[src/rtl/core/cfm_pkg.sv]
// Shared constants, types and codes of the cassette FSK byte modulator.
package cfm_pkg;

	// counter and field widths
	localparam int COUNT_WIDTH = 32;
	localparam int RATE_W      = 17;
	localparam int BAUD_W      = 12;
	localparam int LEVEL_W     = 16;
	localparam int RUN_W       = 6;
	localparam int QDIV_W      = BAUD_W + 2;
	localparam int STEP_W      = RATE_W + 1;
	localparam int RUNSUM_W    = STEP_W + 1;
	localparam int QTR_W       = 2;
	localparam int DIV_STEP_W  = $clog2(COUNT_WIDTH);

	// byte frame: one start cell, eight data cells, two stop cells
	localparam int FRAME_CELLS = 11;
	localparam int CELL_CNT_W  = $clog2(FRAME_CELLS + 1);

	// request queue between front and back
	localparam int FIFO_DEPTH  = 2;
	localparam int FIFO_PTR_W  = $clog2(FIFO_DEPTH);
	localparam int FIFO_CNT_W  = $clog2(FIFO_DEPTH + 1);

	// configuration port
	localparam int CFG_ADDR_W  = 4;
	localparam int CFG_DATA_W  = 32;

	// register indexes
	typedef enum logic [1:0] {
		REG_AUDIO_RATE  = 2'd0,
		REG_BAUD_RATE   = 2'd1,
		REG_LOW_LEVEL   = 2'd2,
		REG_HIGH_LEVEL  = 2'd3
	} reg_idx_t;

	// input modes
	localparam logic MODE_DATA   = 1'b0;
	localparam logic MODE_LEADER = 1'b1;

	typedef struct packed {
		logic [RATE_W-1:0]         audio_rate;
		logic [BAUD_W-1:0]         baud_rate;
		logic signed [LEVEL_W-1:0] low_level;
		logic signed [LEVEL_W-1:0] high_level;
	} cfg_t;

	// one queued request: cell bits LSB first and the number of cells
	typedef struct packed {
		logic [FRAME_CELLS-1:0] pattern;
		logic [CELL_CNT_W-1:0]  cells;
	} fr_entry_t;

	typedef struct packed {
		logic                   start;
		logic [COUNT_WIDTH-1:0] dividend;
		logic [QDIV_W-1:0]      divisor;
	} div_req_t;

	typedef struct packed {
		logic                   done;
		logic [COUNT_WIDTH-1:0] quotient;
		logic [QDIV_W-1:0]      remainder;
	} div_rsp_t;

	typedef enum logic [2:0] {
		BK_IDLE,
		BK_DIV_GO,
		BK_DIV_WAIT,
		BK_RUN,
		BK_FLUSH
	} back_state_t;

	// divider passes that rebuild the cell phase after a rate change
	typedef enum logic [1:0] {
		PASS_M,
		PASS_RM,
		PASS_R,
		PASS_Q
	} div_pass_t;

endpackage

[src/rtl/core/cfm_front.sv]
// Front end: accepts requests, frames them into cell patterns and queues them.
module cfm_front (
	input  logic                 clk,
	input  logic                 arst_n,
	input  logic                 in_valid,
	output logic                 in_ready,
	input  logic                 mode,
	input  logic [7:0]           data_byte,
	output logic                 q_valid,
	output cfm_pkg::fr_entry_t   q_entry,
	input  logic                 q_pop
);
	import cfm_pkg::*;

	fr_entry_t              entry_q [FIFO_DEPTH];
	fr_entry_t              framed;
	logic [FIFO_PTR_W-1:0]  wr_ptr_q;
	logic [FIFO_PTR_W-1:0]  rd_ptr_q;
	logic [FIFO_CNT_W-1:0]  cnt_q;
	logic                   push;
	logic                   pop;

	// frame the request: leader is one 1 cell, data is start, byte, two stops
	always_comb begin
		if (mode == MODE_LEADER) begin
			framed.pattern = FRAME_CELLS'(1);
			framed.cells   = CELL_CNT_W'(1);
		end else begin
			framed.pattern = {2'b11, data_byte, 1'b0};
			framed.cells   = CELL_CNT_W'(FRAME_CELLS);
		end
	end

	assign in_ready = (cnt_q != FIFO_CNT_W'(FIFO_DEPTH));
	assign push     = in_valid && in_ready;
	assign q_valid  = (cnt_q != '0);
	assign pop      = q_pop && q_valid;
	assign q_entry  = entry_q[rd_ptr_q];

	// advance queue pointers and fill level
	always_ff @(posedge clk or negedge arst_n) begin
		if (!arst_n) begin
			wr_ptr_q <= '0;
			rd_ptr_q <= '0;
			cnt_q    <= '0;
		end else begin
			if (push) wr_ptr_q <= wr_ptr_q + FIFO_PTR_W'(1);
			if (pop)  rd_ptr_q <= rd_ptr_q + FIFO_PTR_W'(1);
			if (push && !pop)      cnt_q <= cnt_q + FIFO_CNT_W'(1);
			else if (!push && pop) cnt_q <= cnt_q - FIFO_CNT_W'(1);
		end
	end

	// store the framed request
	always_ff @(posedge clk) begin
		if (push) entry_q[wr_ptr_q] <= framed;
	end

endmodule

[src/rtl/core/cfm_divider.sv]
// Shared restoring divider, one quotient bit per cycle.
module cfm_divider (
	input  logic               clk,
	input  logic               arst_n,
	input  cfm_pkg::div_req_t  req,
	output cfm_pkg::div_rsp_t  rsp
);
	import cfm_pkg::*;

	logic                   busy_q;
	logic                   done_q;
	logic [DIV_STEP_W-1:0]  step_q;
	logic [COUNT_WIDTH-1:0] quo_q;
	logic [QDIV_W-1:0]      rem_q;
	logic [QDIV_W-1:0]      dvs_q;
	logic [QDIV_W:0]        trial;
	logic [QDIV_W:0]        diff;
	logic                   ge;

	// shift in the next dividend bit and try the subtraction
	assign trial = {rem_q, quo_q[COUNT_WIDTH-1]};
	assign diff  = trial - {1'b0, dvs_q};
	assign ge    = (trial >= {1'b0, dvs_q});

	// sequence the steps; a new start restarts at once
	always_ff @(posedge clk or negedge arst_n) begin
		if (!arst_n) begin
			busy_q <= 1'b0;
			done_q <= 1'b0;
			step_q <= '0;
		end else if (req.start) begin
			busy_q <= 1'b1;
			done_q <= 1'b0;
			step_q <= DIV_STEP_W'(COUNT_WIDTH - 1);
		end else if (busy_q) begin
			done_q <= (step_q == '0);
			busy_q <= (step_q != '0);
			step_q <= step_q - DIV_STEP_W'(1);
		end else begin
			done_q <= 1'b0;
		end
	end

	// quotient shares the dividend register
	always_ff @(posedge clk) begin
		if (req.start) begin
			quo_q <= req.dividend;
			rem_q <= '0;
			dvs_q <= req.divisor;
		end else if (busy_q) begin
			quo_q <= {quo_q[COUNT_WIDTH-2:0], ge};
			rem_q <= ge ? diff[QDIV_W-1:0] : trial[QDIV_W-1:0];
		end
	end

	assign rsp.done      = done_q;
	assign rsp.quotient  = quo_q;
	assign rsp.remainder = rem_q;

endmodule

[src/rtl/core/cfm_back.sv]
// Back end: walks cells quarter by quarter and emits level runs.
module cfm_back (
	input  logic                                 clk,
	input  logic                                 arst_n,
	input  cfm_pkg::cfg_t                        cfg,
	input  logic                                 cfg_change,
	input  logic                                 q_valid,
	input  cfm_pkg::fr_entry_t                   q_entry,
	output logic                                 q_pop,
	output logic                                 out_valid,
	input  logic                                 out_ready,
	output logic signed [cfm_pkg::LEVEL_W-1:0]   level,
	output logic [cfm_pkg::RUN_W-1:0]            run_length,
	output logic                                 last
);
	import cfm_pkg::*;

	back_state_t state_q, state_d;
	div_pass_t   pass_q;
	div_req_t    div_req;
	div_rsp_t    div_rsp;

	logic                   need_rc_q;
	logic [COUNT_WIDTH-1:0] cell_index_q;
	logic [COUNT_WIDTH-1:0] sample_pos_q;
	logic [BAUD_W-1:0]      m_q;
	logic [BAUD_W-1:0]      r_q;
	logic [BAUD_W-1:0]      rm_q;
	logic [RATE_W-1:0]      rq_q;
	logic [QDIV_W-1:0]      rr_q;
	logic [QDIV_W-1:0]      rem_q;
	logic [STEP_W-1:0]      acc_q;
	logic [QTR_W-1:0]       qtr_q;
	logic [FRAME_CELLS-1:0] pat_q;
	logic [CELL_CNT_W-1:0]  cells_q;

	logic                      pend_v_q;
	logic signed [LEVEL_W-1:0] pend_level_q;
	logic [RUN_W-1:0]          pend_len_q;

	logic                      out_v_q;
	logic signed [LEVEL_W-1:0] out_level_q;
	logic [RUN_W-1:0]          out_len_q;
	logic                      out_last_q;

	logic [BAUD_W-1:0]       baud;
	logic [QDIV_W-1:0]       dvs4;
	logic [QDIV_W:0]         start_sum;
	logic [QDIV_W-1:0]       start_red;
	logic [QDIV_W-1:0]       rem_base;
	logic [QDIV_W:0]         step_sum;
	logic                    carry;
	logic [QDIV_W-1:0]       rem_nxt;
	logic [STEP_W-1:0]       d;
	logic                    run_emit;
	logic [RUNSUM_W-1:0]     run_len;
	logic                    run_nz;
	logic [RUN_W-1:0]        run_sat;
	logic signed [LEVEL_W-1:0] run_level;
	logic [BAUD_W:0]         m_inc;
	logic [BAUD_W:0]         r_add;
	logic [BAUD_W-1:0]       m_nxt;
	logic [BAUD_W-1:0]       r_nxt;
	logic [2*BAUD_W-1:0]     prod;

	logic out_free;
	logic step;
	logic take_run;
	logic push_out;
	logic push_last;

	cfm_divider u_div (
		.clk    (clk),
		.arst_n (arst_n),
		.req    (div_req),
		.rsp    (div_rsp)
	);

	// zero baud counts as one; quarter divisor is four times it
	assign baud = (cfg.baud_rate == '0) ? BAUD_W'(1) : cfg.baud_rate;
	assign dvs4 = {baud, 2'b00};

	// quarter step: remainder walk against 4*baud
	always_comb begin
		start_sum = {1'b0, r_q, 2'b00} + {2'b00, baud, 1'b0};
		start_red = (start_sum >= {1'b0, dvs4}) ? QDIV_W'(start_sum - {1'b0, dvs4})
		                                        : start_sum[QDIV_W-1:0];
		rem_base  = (qtr_q == '0) ? start_red : rem_q;
		step_sum  = {1'b0, rem_base} + {1'b0, rr_q};
		carry     = (step_sum >= {1'b0, dvs4});
		rem_nxt   = carry ? QDIV_W'(step_sum - {1'b0, dvs4}) : step_sum[QDIV_W-1:0];
		d         = {1'b0, rq_q} + STEP_W'(carry);
		run_emit  = pat_q[0] || qtr_q[0];
		run_len   = {1'b0, acc_q} + {1'b0, d};
		run_nz    = (run_len != '0);
		run_sat   = (run_len > RUNSUM_W'({RUN_W{1'b1}})) ? {RUN_W{1'b1}} : run_len[RUN_W-1:0];
		if (pat_q[0]) run_level = qtr_q[0] ? cfg.high_level : cfg.low_level;
		else          run_level = qtr_q[1] ? cfg.high_level : cfg.low_level;
	end

	// cell phase: cell index mod baud and its sample remainder
	always_comb begin
		m_inc = {1'b0, m_q} + (BAUD_W+1)'(1);
		m_nxt = (m_inc == {1'b0, baud}) ? '0 : m_inc[BAUD_W-1:0];
		r_add = {1'b0, r_q} + {1'b0, rm_q};
		r_nxt = (r_add >= {1'b0, baud}) ? BAUD_W'(r_add - {1'b0, baud}) : r_add[BAUD_W-1:0];
		prod  = m_q * rm_q;
	end

	assign out_free = !out_v_q || out_ready;

	// next state
	always_comb begin
		state_d = state_q;
		unique case (state_q)
			BK_IDLE: begin
				if (need_rc_q)    state_d = BK_DIV_GO;
				else if (q_valid) state_d = BK_RUN;
			end
			BK_DIV_GO: state_d = BK_DIV_WAIT;
			BK_DIV_WAIT: begin
				if (need_rc_q)         state_d = BK_DIV_GO;
				else if (div_rsp.done) state_d = (pass_q == PASS_Q) ? BK_IDLE : BK_DIV_GO;
			end
			BK_RUN: begin
				if (step && qtr_q == '1 && cells_q == CELL_CNT_W'(1)) state_d = BK_FLUSH;
			end
			BK_FLUSH: begin
				if (!pend_v_q || out_free) state_d = BK_IDLE;
			end
			default: state_d = BK_IDLE;
		endcase
	end

	// state outputs
	always_comb begin
		q_pop     = 1'b0;
		step      = 1'b0;
		take_run  = 1'b0;
		push_out  = 1'b0;
		push_last = 1'b0;
		div_req.start    = 1'b0;
		div_req.dividend = '0;
		div_req.divisor  = {2'b00, baud};
		unique case (pass_q)
			PASS_M:  div_req.dividend = cell_index_q;
			PASS_RM: div_req.dividend = COUNT_WIDTH'(cfg.audio_rate);
			PASS_R:  div_req.dividend = COUNT_WIDTH'(prod);
			PASS_Q: begin
				div_req.dividend = COUNT_WIDTH'(cfg.audio_rate);
				div_req.divisor  = dvs4;
			end
			default: div_req.dividend = '0;
		endcase
		unique case (state_q)
			BK_IDLE:     q_pop = !need_rc_q && q_valid;
			BK_DIV_GO:   div_req.start = 1'b1;
			BK_DIV_WAIT: ;
			BK_RUN: begin
				step     = !(run_emit && run_nz && pend_v_q && !out_free);
				take_run = step && run_emit && run_nz;
				push_out = take_run && pend_v_q;
			end
			BK_FLUSH: begin
				push_out  = pend_v_q && out_free;
				push_last = 1'b1;
			end
			default: ;
		endcase
	end

	// state, phase rebuild requests and counters
	always_ff @(posedge clk or negedge arst_n) begin
		if (!arst_n) begin
			state_q      <= BK_IDLE;
			pass_q       <= PASS_M;
			need_rc_q    <= 1'b1;
			cell_index_q <= '0;
			sample_pos_q <= '0;
			pend_v_q     <= 1'b0;
			out_v_q      <= 1'b0;
		end else begin
			state_q   <= state_d;
			need_rc_q <= cfg_change ||
			             (need_rc_q && !(state_q == BK_DIV_GO && pass_q == PASS_M));
			// restart or advance the divider passes
			if (state_q == BK_IDLE || (state_q == BK_DIV_WAIT && need_rc_q))
				pass_q <= PASS_M;
			else if (state_q == BK_DIV_WAIT && div_rsp.done)
				pass_q <= div_pass_t'(pass_q + 2'd1);
			// advance position counters once per quarter and per cell
			if (step) begin
				sample_pos_q <= sample_pos_q + COUNT_WIDTH'(d);
				if (qtr_q == '1) cell_index_q <= cell_index_q + COUNT_WIDTH'(1);
			end
			// hold one run back so the last one can be marked
			if (take_run)      pend_v_q <= 1'b1;
			else if (push_out) pend_v_q <= 1'b0;
			// output register
			if (push_out)       out_v_q <= 1'b1;
			else if (out_ready) out_v_q <= 1'b0;
		end
	end

	// datapath registers
	always_ff @(posedge clk) begin
		if (state_q == BK_DIV_WAIT && div_rsp.done) begin
			unique case (pass_q)
				PASS_M:  m_q  <= div_rsp.remainder[BAUD_W-1:0];
				PASS_RM: rm_q <= div_rsp.remainder[BAUD_W-1:0];
				PASS_R:  r_q  <= div_rsp.remainder[BAUD_W-1:0];
				PASS_Q: begin
					rq_q <= div_rsp.quotient[RATE_W-1:0];
					rr_q <= div_rsp.remainder;
				end
				default: ;
			endcase
		end
		if (q_pop) begin
			pat_q   <= q_entry.pattern;
			cells_q <= q_entry.cells;
			qtr_q   <= '0;
			acc_q   <= '0;
		end else if (step) begin
			rem_q <= rem_nxt;
			qtr_q <= qtr_q + QTR_W'(1);
			acc_q <= run_emit ? '0 : d;
			if (qtr_q == '1) begin
				pat_q   <= pat_q >> 1;
				cells_q <= cells_q - CELL_CNT_W'(1);
				// drop the phase back to cell zero when the index wraps
				if (&cell_index_q) begin
					m_q <= '0;
					r_q <= '0;
				end else begin
					m_q <= m_nxt;
					r_q <= r_nxt;
				end
			end
		end
		if (take_run) begin
			pend_level_q <= run_level;
			pend_len_q   <= run_sat;
		end
		if (push_out) begin
			out_level_q <= pend_level_q;
			out_len_q   <= pend_len_q;
			out_last_q  <= push_last;
		end
	end

	assign out_valid  = out_v_q;
	assign level      = out_level_q;
	assign run_length = out_len_q;
	assign last       = out_last_q;

endmodule

[src/rtl/core/cassette_fsk_byte_modulator.sv]
// Top level of the cassette FSK byte modulator: register port, front and back.
// With the back idle, the first run of a request passes the front queue, the held run and
// the output register before it shows, and shows later when leading runs are empty.
// The back walks each cell quarter by quarter and passes an idle and a flush state between
// requests, so it takes the next request only after the flush; it waits while the output stalls.
// Reset and every audio_rate or baud_rate write start a phase rebuild of four divider passes
// before the next request is worked.
module cassette_fsk_byte_modulator (
	input  logic                                 clk,
	input  logic                                 arst_n,
	input  logic                                 in_valid,
	output logic                                 in_ready,
	input  logic                                 mode,
	input  logic [7:0]                           data_byte,
	output logic                                 out_valid,
	input  logic                                 out_ready,
	output logic signed [cfm_pkg::LEVEL_W-1:0]   level,
	output logic [cfm_pkg::RUN_W-1:0]            run_length,
	output logic                                 last,
	input  logic                                 psel,
	input  logic                                 penable,
	input  logic                                 pwrite,
	input  logic [cfm_pkg::CFG_ADDR_W-1:0]       paddr,
	input  logic [cfm_pkg::CFG_DATA_W-1:0]       pwdata,
	output logic [cfm_pkg::CFG_DATA_W-1:0]       prdata,
	output logic                                 pready
);
	import cfm_pkg::*;

	cfg_t      cfg_q;
	reg_idx_t  idx;
	logic      wr;
	logic      cfg_change;
	logic      q_valid;
	logic      q_pop;
	fr_entry_t q_entry;

	assign pready = 1'b1;
	assign wr     = psel && penable && pwrite;
	assign idx    = reg_idx_t'(paddr[3:2]);

	// rate registers change the cell phase
	assign cfg_change = wr && (idx == REG_AUDIO_RATE || idx == REG_BAUD_RATE);

	// register writes
	always_ff @(posedge clk or negedge arst_n) begin
		if (!arst_n) begin
			cfg_q.audio_rate  <= RATE_W'(44100);
			cfg_q.baud_rate   <= BAUD_W'(1200);
			cfg_q.low_level   <= LEVEL_W'(0);
			cfg_q.high_level  <= LEVEL_W'(255);
		end else if (wr) begin
			unique case (idx)
				REG_AUDIO_RATE:  cfg_q.audio_rate  <= pwdata[RATE_W-1:0];
				REG_BAUD_RATE:   cfg_q.baud_rate   <= pwdata[BAUD_W-1:0];
				REG_LOW_LEVEL:   cfg_q.low_level   <= pwdata[LEVEL_W-1:0];
				REG_HIGH_LEVEL:  cfg_q.high_level  <= pwdata[LEVEL_W-1:0];
				default: ;
			endcase
		end
	end

	// register reads
	always_comb begin
		unique case (idx)
			REG_AUDIO_RATE:  prdata = CFG_DATA_W'(cfg_q.audio_rate);
			REG_BAUD_RATE:   prdata = CFG_DATA_W'(cfg_q.baud_rate);
			REG_LOW_LEVEL:   prdata = CFG_DATA_W'(unsigned'(cfg_q.low_level));
			REG_HIGH_LEVEL:  prdata = CFG_DATA_W'(unsigned'(cfg_q.high_level));
			default:         prdata = '0;
		endcase
	end

	cfm_front u_front (
		.clk       (clk),
		.arst_n    (arst_n),
		.in_valid  (in_valid),
		.in_ready  (in_ready),
		.mode      (mode),
		.data_byte (data_byte),
		.q_valid   (q_valid),
		.q_entry   (q_entry),
		.q_pop     (q_pop)
	);

	cfm_back u_back (
		.clk        (clk),
		.arst_n     (arst_n),
		.cfg        (cfg_q),
		.cfg_change (cfg_change),
		.q_valid    (q_valid),
		.q_entry    (q_entry),
		.q_pop      (q_pop),
		.out_valid  (out_valid),
		.out_ready  (out_ready),
		.level      (level),
		.run_length (run_length),
		.last       (last)
	);

endmodule

[config.mk]
export PLATFORM = sky130hd
export DESIGN_NAME = cassette_fsk_byte_modulator
export DESIGN_NICKNAME = d
export VERILOG_FILES = /design/src/rtl/core/cfm_pkg.sv /design/src/rtl/core/cfm_front.sv /design/src/rtl/core/cfm_divider.sv /design/src/rtl/core/cfm_back.sv /design/src/rtl/core/cassette_fsk_byte_modulator.sv
export SDC_FILE = /design/constraint.sdc
export NUM_CORES = 1
export LEC_CHECK = 0
export CAP_MARGIN = 20
export CELL_PAD_IN_SITES_DETAIL_PLACEMENT = 1
export CELL_PAD_IN_SITES_GLOBAL_PLACEMENT = 1
export CORE_MARGIN = 2
export CORE_UTILIZATION = 40
export CTS_CLUSTER_SIZE = 30
export DETAILED_ROUTE_END_ITERATION = 7
export DONT_BUFFER_PORTS = 1
export HOLD_SLACK_MARGIN = 0.02
export PLACE_DENSITY = 0.75
export SYNTH_ARGS = -nofsm -noshare
export SYNTH_HDL_FRONTEND = slang
export SYNTH_HIERARCHICAL = 1
export SYNTH_SLANG_ARGS = --single-unit
[constraint.sdc]
create_clock -name clk -period 24.1 [get_ports clk]
set_input_delay 2.41 -clock clk [delete_from_list [all_inputs] [get_ports clk]]
set_output_delay 2.41 -clock clk [all_outputs]
set_load 0.01 [all_outputs]
; Yosys cells after proc, flatten, opt, wreduce, memory -nomap -nowiden
; Memories as Yosys holds them, arrays and structs flattened.
; Index checks and enable logic that the tools add are counted.
[op_classes]
add_sub_neg = 19
mul = 1
magnitude_cmp = 5
n_eq_ne = 18
muxes = 65
bitwise_logic = 1
reduce_logical = 63
[ops]
columns = operator, count
row1 = 12-bit 2-to-1 mux, 16
row2 = 32-bit one-hot mux with 4 select lines, 1
row3 = 32-bit one-hot mux with 3 select lines, 1
row4 = 32-bit 2-to-1 mux, 2
row5 = 14-bit 2-to-1 mux, 4
row6 = 16-bit 2-to-1 mux, 3
row7 = 15-bit by 14-bit >= comparator with 1-bit output, 3
row8 = 14-bit subtractor, 3
row9 = 11-bit 2-to-1 mux, 3
row10 = "32-bit by 1-bit adder with 32-bit output, second input constant", 1
row11 = 32-bit AND reduction, 1
row12 = 12-bit by 12-bit multiplier with 24-bit output, 1
row13 = 1-bit logical AND, 21
row14 = 18-bit by 18-bit adder with 19-bit output, 1
row15 = "19-bit by 6-bit > comparator with 1-bit output, second input constant", 1
row16 = 19-bit nonzero test, 1
row17 = 17-bit by 1-bit adder with 18-bit output, 1
row18 = 18-bit 2-to-1 mux, 1
row19 = 3-bit 2-to-1 mux, 6
row20 = 2-bit AND reduction, 9
row21 = 1-bit 2-to-1 mux, 16
row22 = 2-bit nonzero test, 8
row23 = 14-bit by 13-bit adder with 15-bit output, 1
row24 = 14-bit by 14-bit adder with 15-bit output, 1
row25 = 36 further kinds, 66
[word_totals]
ff_bits = 333
mem_bits_rw = 30
in_bits = 52
out_inout_bits = 58
elab_cells = 209
mem_count = 1
[memory_table]
columns = memory, words, word_bits, read_ports, rd_ports_with_merged_regs, wr, line_no
row1 = u_front.entry_q, 2, 15, 1, 0, 1, cfm_front.sv:15  ; fr_entry_t entry_q [FIFO_DEPTH];

; Logic depth before layout (Yosys ltp)
[logic_depth]
ltp_word = 21
depth_mapped = 55
ltp_nobuf = 50

; Hierarchy
; The synthesis kept the hierarchy.
[by_module_without_submodules]
columns = module, instances, cells_each, area_per_inst_um2, seq_area_each_um2
row1 = cfm_back, 1, 2027, 18647.9, 5396.4
row2 = cfm_divider, 1, 299, 3594.7, 1836.8
row3 = cassette_fsk_byte_modulator, 1, 184, 2950.3, 1549.0
row4 = cfm_front, 1, 65, 1031.0, 700.7

; Worst setup path after synthesis
; OpenSTA, ideal clock, no wires.
[synth_path]
path_kind = register to register
from = register cfg_q[33] (netlist bit)
to = register u_back.cells_q[0], enable pin
setup_ns = 0.366
arrival_time_ns = 11.271
t_required_ns = 23.734
slack_ns = 12.462
stages_incl_launch_ff = 55
n_path_buf = 4
synth_period_minus_slack_ns = 11.638
cell_sequence = dfrtp_1 -> clkbuf_1 -> ha_1 -> fa_1 -> a21o_1 -> a21oi_1 -> nor2b_1 -> o21a_1 -> nor2_1 -> xnor2_1 -> ha_1 -> nand4_1 -> inv_1 -> a221oi_1 -> o21ai_0 -> o221a_2 -> a221o_1 -> mux2i_1 -> (+19 left out) -> ha_1 -> ha_1 -> nand2_1 -> nor2_1 -> nand2_1 -> xnor2_1 -> ha_1 -> clkbuf_1 -> a21o_1 -> a211oi_2 -> nor3_1 -> o21bai_1 -> or4_1 -> or4_4 -> o21ai_1 -> clkbuf_1 -> nand2_1 -> nand2_1
[synth_via]
elab_chain_len = 18
word_cells_on_any_way = 19
classes_between = add/sub (5) / order compare (2) / mux (4) / reduce/logical (8)
[synth_rtl]
columns = item, line_no
row1 = from (decl), cassette_fsk_byte_modulator.sv:30  ; cfg_t cfg_q;
row2 = 12-bit zero test, cfm_back.sv:80  ; assign baud = (cfg.baud_rate == '0) ? BAUD_W'(1) : cfg.baud_rate;
row3 = 12-bit 2-to-1 mux *, cfm_back.sv:80
row4 = 14-bit by 13-bit adder with 15-bit output, cfm_back.sv:85  ; start_sum = {1'b0, r_q, 2'b00} + {2'b00, baud, 1'b0};
row5 = 14-bit subtractor or 15-bit by 14-bit >= comparator with 1-bit output (tied branches), cfm_back.sv:86  ; start_red = (start_sum >= {1'b0, dvs4}) ? QDIV_W'(start_sum - {1'b0, dvs4})
row6 = 14-bit 2-to-1 mux, cfm_back.sv:86
row7 = 14-bit 2-to-1 mux, cfm_back.sv:88  ; rem_base = (qtr_q == '0) ? start_red : rem_q;
row8 = 14-bit by 14-bit adder with 15-bit output, cfm_back.sv:89  ; step_sum = {1'b0, rem_base} + {1'b0, rr_q};
row9 = 15-bit by 14-bit >= comparator with 1-bit output *, cfm_back.sv:90  ; carry = (step_sum >= {1'b0, dvs4});
row10 = 17-bit by 1-bit adder with 18-bit output *, cfm_back.sv:92  ; d = {1'b0, rq_q} + STEP_W'(carry);
row11 = 18-bit by 18-bit adder with 19-bit output *, cfm_back.sv:94  ; run_len = {1'b0, acc_q} + {1'b0, d};
row12 = 19-bit nonzero test *, cfm_back.sv:95  ; run_nz = (run_len != '0);
row13 = 1-bit logical AND * (3 in a row), cfm_back.sv:160  ; step = !(run_emit && run_nz && pend_v_q && !out_free);
row14 = 1-bit zero test *, cfm_back.sv:160
row15 = 1-bit 2-to-1 mux *, cfm_back.sv:155  ; unique case (state_q)
row16 = 2-bit nonzero test (no line) *, --
row17 = 2-bit AND reduction (no line) *, --
row18 = to (signal assigned), cfm_back.sv:221  ; cells_q <= q_entry.cells;
row19 = to (signal assigned), cfm_back.sv:230  ; cells_q <= cells_q - CELL_CNT_W'(1);
row20 = to (decl), cfm_back.sv:35  ; logic [CELL_CNT_W-1:0] cells_q;
; Mark *: on every way between the ends. The rest lies on a longest branch, timed or not.
; A chain may end at the register's enable or synchronous reset.

; Final worst setup path
[layout_path]
from = register cfg_q[34] (netlist bit)
to = register u_back.rem_q[13], enable pin
[layout_via]
elab_chain_len = 17
word_cells_on_any_way = 18
classes_between = add/sub (5) / order compare (2) / mux (4) / reduce/logical (7)
[layout_rtl]
columns = item, line_no
row1 = 12-bit zero test, cfm_back.sv:80
row2 = 12-bit 2-to-1 mux *, cfm_back.sv:80
row3 = 14-bit by 13-bit adder with 15-bit output, cfm_back.sv:85
row4 = 14-bit subtractor or 15-bit by 14-bit >= comparator with 1-bit output (tied branches), cfm_back.sv:86
row5 = 14-bit 2-to-1 mux, cfm_back.sv:86
row6 = 14-bit 2-to-1 mux, cfm_back.sv:88
row7 = 14-bit by 14-bit adder with 15-bit output, cfm_back.sv:89
row8 = 15-bit by 14-bit >= comparator with 1-bit output *, cfm_back.sv:90
row9 = 17-bit by 1-bit adder with 18-bit output *, cfm_back.sv:92
row10 = 18-bit by 18-bit adder with 19-bit output *, cfm_back.sv:94
row11 = 19-bit nonzero test *, cfm_back.sv:95
row12 = 1-bit logical AND * (3 in a row), cfm_back.sv:160
row13 = 1-bit zero test *, cfm_back.sv:160
row14 = 1-bit 2-to-1 mux *, cfm_back.sv:155
row15 = 2-bit AND reduction (no line) *, --
row16 = to (signal assigned), cfm_back.sv:225  ; rem_q <= rem_nxt;
row17 = to (decl), cfm_back.sv:31  ; logic [QDIV_W-1:0] rem_q;
; Marks and branches as above.

==> run_results.csv <==
group,metric,value,unit
status,status,"complete, no violations",
drt,first_pass_iters,6,
clock_network,clkSinkCount,353,
critical_path,worstPathArrival,14.35,ns
timing,fmax,0.07062,GHz
logic_synthesis,ys.flop_type,"edfxtp_1",
timing,slew_headroom,22.71,%
logic_synthesis,synth_top_area_share,20.96,%
logic_synthesis,ys_warn_count,6,
job,maxCapViolCount,0,
logic_synthesis,syn_area_per_cell,10.18,um^2
finish,fin_nets,2862,
logic_synthesis,synth_edf_count,183,
drt,post_drt_wl_per_cell,22.49,um
timing,fin_crit,14.16,ns
floorplan,initial_core_util,40.61,%
logic_synthesis,async_flop_share,31.73,%
finish,final_common_cell,"nand2_1",
critical_path,crit_type,"register to register",
logic_synthesis,synth-simple-area-share,15.10,%
grt,grt_max_degree,113,
finish,drive_gt1_share,12.54,%
timing,rsz0062_at_grt,"no",
clock_network,cts_tree,"done",
logic_synthesis,synth_top_area_cell,"edfxtp_1",
finish,n_antenna_cell,0,
critical_path,required,24.29,ns
hold_path,worstHoldPathType,"register to register",
drt,drc,0,
logic_synthesis,synth_xor_area_share,5.377,%
logic_synthesis,synth-compound-area-share,11.05,%
floorplan,num_rows,93,
timing,drv_slew,0,
logic_synthesis,ys_seq_area_share,36.16,%
clock_network,root_buffer,"clkbuf_16",
placement,io_buffers,0,
drt,routed_wl,76460,um
hold_path,hold_path_depth,0,
critical_path,cp_slowest_cell,"nor4_1",
timing,setup_viol,0,
timing,finClkSkew,0.01361,ns
grt,antenna_found_initial,2,
timing,setup_tns,0,ns
floorplan,die_x,260.0,um
clock_network,cts_max_level,2,
floorplan,core,0.06458,mm^2
clock_network,clk_pin_slew,0.06,ns
timing,finalHoldViolCount,0,
grt,grt_pass1_vias,21390,
clock_network,cts_resized,0,
finish,final_cell_mix,"nand2_1, inv_1, ha_1, edfxtp_1",
logic_synthesis,syn_area,0.02622,mm^2
power,leakagePower,0.01199,uW
logic_synthesis,synth_mux_area_share,9.170,%
power,p_per_area,157.7,mW/mm^2
drt,drt-initial-drc-count,1410,
critical_path,r2r_cells,49,
clock_network,postCtsHoldBufs,0,
finish,final_util,43.76,%
floorplan,die_area,0.06762,mm^2
logic_synthesis,ys_ff_latch,353,
clock_network,post_cts.repair.setup_buffers,0,
clock_network,clockBufferDepth,3,
critical_path,crit_top_cell,"ha_1",
critical_path,max_stage_delay,0.65,ns
drt,vias_per_cell,5.789,
placement,dp_hpwl,55570,um
floorplan,die_y,260.0,um
clock_network,clkLatencyLatePin,0.58,ns
placement,gp_congestion,0.8835,
grt,overflow,0,
logic_synthesis,synth_top_family_by_area,"adder cells",
timing,finalCritPeriodShare,58.76,%
critical_path,path_max_fanout,57,
grt,grt_pass1_wl,121000,um
critical_path,critPathLaunchType,"register",
logic_synthesis,synth_adder_area_share,17.21,%
grt,grt_usage,22.85,%
logic_synthesis,yosys-top-cells-area,"edfxtp_1, ha_1, dfrtp_1",
logic_synthesis,synth_cell_types,98,
drt,num_vias,19680,
logic_synthesis,netlist_instances,2575,
timing,tightest_slew,1.152,ns
critical_path,end_kind,"register",
finish,area_growth,7.763,%
power,max-vdd-ir-drop,0.1157,mV
floorplan,num_io_pins,110,
clock_network,cts_buffers,39,
drt,postRouteAntennaNets,0,
per-layer routing:
metal / track usage [%] / vias to the layer above / wire length, um
met5: 0 / - / 25
met4: 8.429 / 4 / 2783
met3: 3.489 / 141 / 4164
met2: 38.99 / 470 / 37090
met1: 29.21 / 10110 / 32390
li1: - / 8958 / -
final timing paths:
path                                           start              endpoint  slack [ns]
worst min-delay path            u_back/pend_len_q[1]  u_back/run_length[1]        0.42
max in group asynchronous                     arst_n      u_back/need_rc_q       22.28
worst min register to register  u_back/pend_len_q[1]  u_back/run_length[1]        0.42
worst max register to register             cfg_q[34]      u_back/rem_q[13]        9.94
min in group asynchronous                     arst_n             cfg_q[31]        1.53
worst max-delay path                       cfg_q[34]      u_back/rem_q[13]        9.94
synth_stat cells, types with 84 or more instances:
master,instances
xnor2_1,117
edfxtp_1,183
fa_1,108
clkbuf_1,84
nand2_1,255
nor2_1,102
ha_1,188
dfrtp_1,93
a21oi_1,98
inv_1,210
o21ai_0,95
mux2_2,117
flip-flops by register name, summed over array words and instances (netlist names), 3 cells and up:
register,flops
u_back/u_div/dvs_q,14
u_back/r_q,12
u_back/level,16
u_back/rm_q,12
u_back/pend_len_q,6
u_back/u_div/quo_q,32
u_back/u_div/step_q,5
u_back/rem_q,14
u_back/cell_index_q,32
cfg_q,61
u_back/cells_q,4
u_back/pat_q,11
u_back/acc_q,18
u_back/u_div/rem_q,14
u_back/state_q,3
u_back/rq_q,17
u_back/pend_level_q,16
u_back/rr_q,14
u_back/run_length,6
u_back/m_q,12
u_front/entry_q,20
stage by stage:
step           hold WS, ns  setup WS (ns)  cell area [um^2]  total power (uW)  std cells
6_report            0.4175          9.939             28260              4457       3399
2_1_floorplan       0.4003          12.46             26280              3050       2589
4_1_cts             0.4146          10.01             28230              4454       3396
3_3_place_gp        0.4019          10.50             26820              3591       3324
5_1_grt             0.4281          9.046             28260              4796       3399
3_5_place_dp        0.4057          10.13             26850              3762       3325
worst max-delay path: cells and delay by family, from the launching register on:
family          cells  cell delay (ns)
flops               1             0.59
fa+ha+maj           6             2.22
buf+inv             5             1.75
simple gates       14             2.99
xor+xnor            3             0.45
mux                 3             0.90
compound gates     18             4.80
report_power, final:
group	switching [uW]	internal [uW]
Sequential	176	896
Combinational	1550	1180
Clock	261	392
logic make-up (layout without fill, tap and decap cells):
family          count (synthesis)  after routing
mux                           199            199
simple gates                  773            773
flops                         353            353
other cells                     4             18
compound gates                434            434
fa+ha+maj                     296            296
buf+inv                       355            310
xor+xnor                      161            161
area by class of cell:
| type | instances | area [um^2] |
|---|---|---|
| repair buffers | 28 | 235.2 |
| flip-flops and latches | 353 | 9483 |
| clock inverters | 19 | 306.5 |
| fillers | 7106 | 36320 |
| multi-input cells | 1881 | 15300 |
| well taps | 855 | 1070 |
| clock buffers | 52 | 1075 |
| inverters | 211 | 792.0 |
No activity file was read; power rests on OpenSTA's default activity.
